--- src/rtl/assert_macros.svh ---
// Assertion macros for the top RTL file. Each property is sampled on the
// rising edge of clk and is off while rst_n is low.
`ifndef ASSERT_MACROS_SVH
`define ASSERT_MACROS_SVH
`ifndef NO_ASSERTIONS
`define ASSERT_SAME(label, ante, cons, msg) \
    label: assert property (@(posedge clk) disable iff (!rst_n) (ante) |-> (cons)) \
        else $error(msg);
`define ASSERT_NEXT(label, ante, cons, msg) \
    label: assert property (@(posedge clk) disable iff (!rst_n) (ante) |=> (cons)) \
        else $error(msg);
`else
`define ASSERT_SAME(label, ante, cons, msg)
`define ASSERT_NEXT(label, ante, cons, msg)
`endif
`endif

--- src/rtl/svgag_pkg.sv ---
`timescale 1ns / 1ps
// ----------------------------------------------------------------------------
// svgag_pkg
// Shared widths, codes, types and a helper function of the strided view
// gather address generator.
// ----------------------------------------------------------------------------
package svgag_pkg;

    localparam int NDIM       = 4;
    localparam int MAX_DIMS   = 4;
    localparam int SIZE_BITS  = 12;
    localparam int ADDR_BITS  = 32;

    localparam int SIZE_REG_W = 13;
    localparam int STRIDE_W   = 32;
    localparam int BASE_W     = 32;
    localparam int SRC_W      = 32;
    localparam int DENSE_W    = 48;
    localparam int CFG_IDX_W  = 3;
    localparam int CFG_DATA_W = 32;
    localparam int IN_DATA_W  = 32;
    localparam int OUT_DATA_W = 80;

    localparam int EFF_W = SIZE_BITS + 1;
    localparam int CMP_W = (SIZE_REG_W > EFF_W) ? SIZE_REG_W : EFF_W;

    // Register indexes of the configuration port.
    localparam int REG_SIZE_BASE   = 0;
    localparam int REG_STRIDE_BASE = NDIM;

    typedef enum logic
    {
        OP_BEGIN = 1'b0,
        OP_STEP  = 1'b1
    } op_t;

    typedef struct packed
    {
        logic clear;
        logic step;
        logic load;
    } cell_ctrl_t;

    // Effective extent of one dimension: zero and inactive act as one, and
    // anything above the 2**SIZE_BITS indices of a digit saturates to that count.
    function automatic logic [EFF_W-1:0] eff_size(input logic [SIZE_REG_W-1:0] size,
                                                 input logic active);
        logic [CMP_W-1:0] size_w;
        logic [CMP_W-1:0] cap_w;
        size_w = CMP_W'(size);
        cap_w  = CMP_W'(1) << SIZE_BITS;
        if (!active || size_w == '0)
        begin
            eff_size = EFF_W'(1);
        end
        else if (size_w > cap_w)
        begin
            eff_size = EFF_W'(cap_w);
        end
        else
        begin
            eff_size = EFF_W'(size_w);
        end
    endfunction

endpackage

--- src/rtl/svgag_cell.sv ---
`timescale 1ns / 1ps
// ----------------------------------------------------------------------------
// svgag_cell
// One digit of the index odometer: holds the index of one dimension, passes
// the carry and the end-of-extent flag to its outer neighbor and registers
// its index times stride product.
// ----------------------------------------------------------------------------
module svgag_cell
(
    input  logic                                clk,
    input  logic                                rst_n,
    input  svgag_pkg::cell_ctrl_t               ctrl,
    input  logic                                active,
    input  logic [svgag_pkg::SIZE_REG_W-1:0]    size,
    input  logic [svgag_pkg::ADDR_BITS-1:0]     stride,
    input  logic                                carry_in,
    input  logic                                end_in,
    output logic                                carry_out,
    output logic                                end_out,
    output logic [svgag_pkg::ADDR_BITS-1:0]     prod
);
    import svgag_pkg::*;

    logic [SIZE_BITS-1:0]           idx_reg;
    logic [SIZE_BITS-1:0]           idx_next;
    logic [ADDR_BITS-1:0]           prod_reg;
    logic [EFF_W-1:0]               eff;
    logic [EFF_W-1:0]               inc;
    logic                           wrap;
    logic                           at_end;
    logic [SIZE_BITS+ADDR_BITS-1:0] full_prod;

    assign eff    = eff_size(size, active);
    assign inc    = {1'b0, idx_reg} + EFF_W'(1);
    // An index left above a shrunken extent also wraps on its next step.
    assign wrap   = (inc >= eff);
    assign at_end = ({1'b0, idx_reg} == (eff - EFF_W'(1)));

    assign carry_out = carry_in & wrap;
    assign end_out   = end_in & at_end;

    always_comb
    begin
        idx_next = idx_reg;
        if (ctrl.clear)
        begin
            idx_next = '0;
        end
        else if (ctrl.step && carry_in)
        begin
            idx_next = wrap ? '0 : inc[SIZE_BITS-1:0];
        end
    end

    always_ff @(posedge clk or negedge rst_n)
    begin
        if (!rst_n)
        begin
            idx_reg <= '0;
        end
        else
        begin
            idx_reg <= idx_next;
        end
    end

    assign full_prod = idx_reg * stride;

    always_ff @(posedge clk)
    begin
        if (ctrl.load)
        begin
            prod_reg <= full_prod[ADDR_BITS-1:0];
        end
    end

    assign prod = prod_reg;

endmodule

--- src/rtl/strided_view_gather_address_gen_top.sv ---
`timescale 1ns / 1ps
// ----------------------------------------------------------------------------
// strided_view_gather_address_gen_top
// Walks a strided view of up to four dimensions in dense row-major order and
// gives the source offset, dense index and last flag of every element.
// ----------------------------------------------------------------------------
//  Channel  Direction  Handshake         Content
//  s_*      in         tvalid / tready   tuser: op, tdata: base_offset
//  m_*      out        tvalid / tready   tdata: src_addr, dst_index; tlast
//  cfg_*    in         cfg_wr_en         cfg_index selects the register
//
// One request is taken per cycle while s_tready is high. The odometer cells
// update in the accept cycle, then come the product register, a pairwise
// add and the output add with the pass base, whose register drives m_tdata.
// A stall on the output fills the stages one by one before s_tready drops.
// Reset clears indices, base and count at once; no clearing pass is needed.
// ----------------------------------------------------------------------------
module strided_view_gather_address_gen_top
(
    input  logic                                clk,
    input  logic                                rst_n,
    input  logic                                s_tvalid,
    output logic                                s_tready,
    input  logic [svgag_pkg::IN_DATA_W-1:0]     s_tdata,   // [31:0] base_offset
    input  logic                                s_tuser,   // [0] op
    output logic                                m_tvalid,
    input  logic                                m_tready,
    output logic [svgag_pkg::OUT_DATA_W-1:0]    m_tdata,   // [31:0] src_addr, [79:32] dst_index
    output logic                                m_tlast,
    input  logic                                cfg_wr_en,
    input  logic [svgag_pkg::CFG_IDX_W-1:0]     cfg_index,
    input  logic [svgag_pkg::CFG_DATA_W-1:0]    cfg_wdata
);
    import svgag_pkg::*;

`include "assert_macros.svh"

    logic [SIZE_REG_W-1:0]  size_reg   [NDIM];
    logic [STRIDE_W-1:0]    stride_reg [NDIM];

    logic                   s_accept;
    logic                   step_req;
    logic                   begin_req;
    logic                   rdy2;
    logic                   rdy3;
    logic                   rdy4;
    logic                   load2;
    logic                   load3;
    logic                   load4;

    logic                   v1_reg;
    logic                   v1_next;
    logic                   v2_reg;
    logic                   v2_next;
    logic                   v3_reg;
    logic                   v3_next;
    logic                   out_valid_reg;
    logic                   out_valid_next;

    logic [BASE_W-1:0]      base_reg;
    logic [BASE_W-1:0]      base_next;
    logic [DENSE_W-1:0]     dense_reg;
    logic [DENSE_W-1:0]     dense_next;

    logic [BASE_W-1:0]      base2_reg;
    logic [DENSE_W-1:0]     dense2_reg;
    logic                   last2_reg;
    logic [ADDR_BITS-1:0]   sum01_reg;
    logic [ADDR_BITS-1:0]   sum23_reg;
    logic [BASE_W-1:0]      base3_reg;
    logic [DENSE_W-1:0]     dense3_reg;
    logic                   last3_reg;
    logic [ADDR_BITS-1:0]   src_reg;
    logic [DENSE_W-1:0]     dst_reg;
    logic                   last_reg;

    cell_ctrl_t             cell_ctrl;
    logic [NDIM:0]          carry_chain;
    logic [NDIM:0]          end_chain;
    logic [ADDR_BITS-1:0]   prod [NDIM];

    // Handshake through the stages: each stage takes a request when it is
    // empty or its content moves on in the same cycle.
    assign rdy4     = !out_valid_reg || m_tready;
    assign rdy3     = !v3_reg || rdy4;
    assign rdy2     = !v2_reg || rdy3;
    assign s_tready = !v1_reg || rdy2;

    assign s_accept  = s_tvalid && s_tready;
    assign step_req  = s_accept && (s_tuser == OP_STEP);
    assign begin_req = s_accept && (s_tuser == OP_BEGIN);
    assign load2     = v1_reg && rdy2;
    assign load3     = v2_reg && rdy3;
    assign load4     = v3_reg && rdy4;

    always_comb
    begin
        v1_next        = s_accept ? 1'b1 : (load2 ? 1'b0 : v1_reg);
        v2_next        = load2 ? 1'b1 : (load3 ? 1'b0 : v2_reg);
        v3_next        = load3 ? 1'b1 : (load4 ? 1'b0 : v3_reg);
        out_valid_next = load4 ? 1'b1 : (m_tready ? 1'b0 : out_valid_reg);
    end

    always_comb
    begin
        base_next  = base_reg;
        dense_next = dense_reg;
        if (begin_req)
        begin
            base_next  = s_tdata[BASE_W-1:0];
            dense_next = '0;
        end
        else if (step_req)
        begin
            // A carry out of the outermost cell restarts the pass.
            dense_next = carry_chain[0] ? '0 : dense_reg + DENSE_W'(1);
        end
    end

    always_ff @(posedge clk or negedge rst_n)
    begin
        if (!rst_n)
        begin
            v1_reg        <= 1'b0;
            v2_reg        <= 1'b0;
            v3_reg        <= 1'b0;
            out_valid_reg <= 1'b0;
            base_reg      <= '0;
            dense_reg     <= '0;
        end
        else
        begin
            v1_reg        <= v1_next;
            v2_reg        <= v2_next;
            v3_reg        <= v3_next;
            out_valid_reg <= out_valid_next;
            base_reg      <= base_next;
            dense_reg     <= dense_next;
        end
    end

    always_ff @(posedge clk or negedge rst_n)
    begin
        if (!rst_n)
        begin
            for (int d = 0; d < NDIM; d++)
            begin
                size_reg[d]   <= SIZE_REG_W'(1);
                stride_reg[d] <= '0;
            end
            stride_reg[NDIM-1] <= STRIDE_W'(1);
        end
        else if (cfg_wr_en)
        begin
            for (int d = 0; d < NDIM; d++)
            begin
                if (cfg_index == CFG_IDX_W'(REG_SIZE_BASE + d))
                begin
                    size_reg[d] <= cfg_wdata[SIZE_REG_W-1:0];
                end
                if (cfg_index == CFG_IDX_W'(REG_STRIDE_BASE + d))
                begin
                    stride_reg[d] <= cfg_wdata[STRIDE_W-1:0];
                end
            end
        end
    end

    assign cell_ctrl.clear = begin_req;
    assign cell_ctrl.step  = step_req;
    assign cell_ctrl.load  = load2;

    // The innermost cell always sees a carry; cells hand it outward.
    assign carry_chain[NDIM] = 1'b1;
    assign end_chain[NDIM]   = 1'b1;

    for (genvar d = 0; d < NDIM; d++)
    begin : g_cell
        svgag_cell u_cell
        (
            .clk       (clk),
            .rst_n     (rst_n),
            .ctrl      (cell_ctrl),
            .active    (1'(d >= NDIM - MAX_DIMS)),
            .size      (size_reg[d]),
            .stride    (ADDR_BITS'(stride_reg[d])),
            .carry_in  (carry_chain[d+1]),
            .end_in    (end_chain[d+1]),
            .carry_out (carry_chain[d]),
            .end_out   (end_chain[d]),
            .prod      (prod[d])
        );
    end

    always_ff @(posedge clk)
    begin
        if (load2)
        begin
            base2_reg  <= base_reg;
            dense2_reg <= dense_reg;
            last2_reg  <= end_chain[0];
        end
        if (load3)
        begin
            sum01_reg  <= prod[0] + prod[1];
            sum23_reg  <= prod[2] + prod[3];
            base3_reg  <= base2_reg;
            dense3_reg <= dense2_reg;
            last3_reg  <= last2_reg;
        end
        if (load4)
        begin
            src_reg  <= sum01_reg + sum23_reg + ADDR_BITS'(base3_reg);
            dst_reg  <= dense3_reg;
            last_reg <= last3_reg;
        end
    end

    assign m_tvalid = out_valid_reg;
    assign m_tdata  = {dst_reg, SRC_W'(src_reg)};
    assign m_tlast  = last_reg;

    `ASSERT_SAME(a_ready_when_empty, !v1_reg, s_tready, "input refused with empty state stage")
    `ASSERT_NEXT(a_begin_clears_count, begin_req, dense_reg == '0 && v1_reg, "begin did not clear count")
    `ASSERT_NEXT(a_wrap_clears_count, step_req && carry_chain[0], dense_reg == '0, "pass wrap kept count")
    `ASSERT_NEXT(a_output_loaded, load4, m_tvalid, "result lost on its way to the output")

endmodule

--- config.mk ---
export PLATFORM = sky130hd
export DESIGN_NAME = strided_view_gather_address_gen_top
export DESIGN_NICKNAME = d
export VERILOG_FILES = /design/src/rtl/svgag_pkg.sv /design/src/rtl/svgag_cell.sv /design/src/rtl/strided_view_gather_address_gen_top.sv
export VERILOG_INCLUDE_DIRS = /design/src /design/src/rtl
export SDC_FILE = /design/constraint.sdc
export NUM_CORES = 2
export LEC_CHECK = 0
export BUFFER_PORTS_ARGS = -buffer_cell sky130_fd_sc_hd__buf_2
export CORE_ASPECT_RATIO = 2
export CORE_MARGIN = 2
export CORE_UTILIZATION = 55
export CTS_BUF_LIST = sky130_fd_sc_hd__clkbuf_4 sky130_fd_sc_hd__clkbuf_8
export DETAILED_ROUTE_END_ITERATION = 16
export HOLD_SLACK_MARGIN = 0.1
export MAX_ROUTING_LAYER = met4
export PLACE_DENSITY = 0.71
export RECOVER_POWER = 100
export SYNTH_ARGS = -nofsm -noshare
export SYNTH_HDL_FRONTEND = slang
export SYNTH_HIERARCHICAL = 1
export SYNTH_SLANG_ARGS = --single-unit
--- constraint.sdc ---
create_clock -name clk -period 9.1 [get_ports clk]
set_input_delay 1.82 -clock clk [delete_from_list [all_inputs] [get_ports clk]]
set_output_delay 1.82 -clock clk [all_outputs]
set_load 0.02 [all_outputs]
==> impl_metrics.ini <==
[status]
status = finished with violations
violations = capacitance limit, slew limit

[yosys]
synthArstFlopShare = 0.4177
yosysSeqAreaShare = 0.2888
yosysWarningCount = 6
synth_cell_types = 110
synth_top_area_frac = 0.2742
ys_ff_latch = 747
synth_largest_area_cell = fa_1
synth.top_cells.by_area = fa_1 (27%), edfxtp_1 (18%), dfrtp_1 (11%)
synth_cells = 7162
synth-main-ff-cell = edfxtp_1
avgSynthCellArea_um2 = 10.09
netlist_area_um2 = 72290
synth_edf_count = 435

[sta]
worst_slack_ps = 1592
period_share = 0.8250
rsz0062_at_grt = no
final_hold_viol_count = 0
period_minus_slack_ps = 7508
max_freq_ghz = 0.1332
relSlewSlack = -2.720
clock_skew_ps = 70.36
final.setup.tns_ps = 0
setup_violations = 0
tightest_slew_ps = 5580
drv_slew = 886

[clocking]
cts.reportedPaths.clkPinSlew_ps = 70
clk_path_buf_depth = 3
h-tree-depth = 3
clk_latency_ps = 860
cts_tree = built
cts_resized = 0
post_cts_buffers = 0
numCtsBuffers = 111
root_buffer = clkbuf_8
clock_sinks = 747
holdBufCountCts = 0

[worst_setup_path]
critPathRequiredTime_ps = 9450
start_kind = input pin
timing.rr.end = dense_reg[12]
regToRegSetupSlack_ps = 1660
crit_family = simple AND/OR/NAND/NOR gates
cp-endpoint = base2_reg[11]
cp-startpoint = m_tready
r2r-start = g_cell[1].u_cell/idx_reg[0]
crit_type = input pin to flip-flop
crit_arrival_ps = 7860
critical_path.cell_chain = buf_2 > nor2b_1 > nand3_1 > and2_0 > clkbuf_1
worstSetupEndpointType = flip-flop
cp_num_cells = 5
path_buf_inv = 2
worstPathMaxFanout = 62
rr_worst_depth = 20
max_stage_delay_ps = 3430
slowest_stage = and2_0

[drt]
dr.pass1.iters = 6
vias = 52160
finalWirelength_mm = 208.7
viasPerCell = 5.800
drtIter0Drc = 3317
wl_per_cell_um = 23.20
remaining_drc_errors = 0
ant_nets = 0

[floorplan]
placementRows = 188
initial_utilization = 0.5527
ioPinCount = 156
core_area_um2 = 130800
die_w_um = 260.4
die_h_um = 516.7
dieArea_um2 = 134500

[global_route]
met1_usage = 0.3134
use_met3 = 0.04053
grt.busiest_layer = met2
antenna_found_initial = 14
grt_pass1_wl_mm = 322.3
grt_pass1_vias = 57100
grt_max_degree = 114
met2_usage = 0.5869
overflow = 0
grt_usage = 0.3315

[flow_run]
max_cap_violations = 19

[placement]
pre_cts_ws_ps = 2393
portBuffers = 155
routabilityCongestion = 0.9532
hpwl_mm = 161.7

[final_layout]
syn2layout_area_growth_pct = 6.440
drive_gt1_frac = 0.08352
nets = 8583

[power]
p_leak_uw = 0.03432
ir_drop_mv = 0.1466
power_density_nw_per_um2 = 176.8

[min_path]
hold_class = flip-flop to flip-flop
-- logic make-up (layout without fill, tap and decap cells) --
logic type                 count (synthesis)  count (layout)  share of synthesized area
and+or+nand+nor                         2094            2094                     0.1389
buffers and inverters                   1515            1606                    0.07960
adders and majority gates               1339            1339                     0.3346
AOI/OAI and AO/OA                        887             887                    0.07972
DFF                                      747             747                     0.2888
xor gates and xnor gates                 351             351                    0.04263
muxes                                    228             228                    0.03578
other                                      1              31                 0.00005187
-- Yosys cell counts, types with 179 or more instances --
master	instances
inv_1	1179
o21ai_0	179
edfxtp_1	435
xnor2_1	256
clkbuf_1	302
ha_1	349
a21oi_1	228
and2_1	409
fa_1	990
mux2_2	213
dfrtp_1	307
nand2_1	1124
-- per-stage QoR --
step                      power (µW)  cell area (µm²)    util  instances  hold WS [ps]
after global placement         10280            74500  0.5696       8768         400.8
after detailed placement       10370            74500  0.5696       8768         404.5
after floorplan                 8673            72350       -       7177         400.3
final                          13600            76950  0.5883       8993         399.5
after CTS                      13670            77150  0.5899       8978         388.8
after global routing           14390            76930  0.5882       8986         406.8
-- metal layers --
metal,vias to the layer above,share of wire,wire (µm)
met2,1963,0.52,109500
met5,-,0,0
met1,26410,0.32,66540
met4,0,0.11,22290
li1,22930,-,-
met3,855,0.049,10320
-- cells in the final DEF, fill, tap and decap left out, types with 17 or more instances in the layout --
cell type and count:
inv_1 1179, nand2_1 1124, fa_1 990, edfxtp_1 435
and2_1 395, ha_1 349, dfrtp_1 301, xnor2_1 256
a21oi_1 228, mux2_2 213, o21ai_0 201, nor2_1 147
clkbuf_8 131, clkbuf_1 103, a21o_1 102, nand3_1 95
xor2_1 94, buf_2 69, nor3_1 55, and3_1 49
a31oi_1 46, o21a_1 45, buf_4 41, nand4_1 38
a211oi_1 31, nand2b_1 30, o21bai_1 28, nor2b_1 28
clkbuf_4 27, o31ai_1 25, nor4_1 18, o211ai_1 18
clkinv_2 17
-- cell type report --
type                            instances  area, µm²
Tap cell                             1710       2140
Sequential cell                       747      20880
Multi-Input combinational cell       4915      45720
Clock buffer                          158       2006
Timing Repair Buffer                  217       1090
Inverter                             1179       4425
Fill cell                           11350      53840
Antenna cell                           15      37.54
Clock inverter                         52      645.6
-- worst min-delay path by stage --
stage / start / end / slack [ps] / depth (start not counted)
after global routing: base2_reg[1] / base3_reg[1] / 410 / 0
after CTS: base_reg[14] / base2_reg[14] / 390 / 0
after detailed placement: dense2_reg[17] / dense3_reg[17] / 400 / 0
after global placement: dense3_reg[17] / dst_reg[17] / 400 / 0
final: base2_reg[1] / base3_reg[1] / 400 / 0
after floorplan: base2_reg[0] / base3_reg[0] / 400 / 0
-- power by group --
part	internal [µW]	total, µW	switching, µW
clock network	1810	3260	1450
registers	4530	5560	1020
logic	1900	4790	2880
No activity file was read; power rests on OpenSTA's default activity.
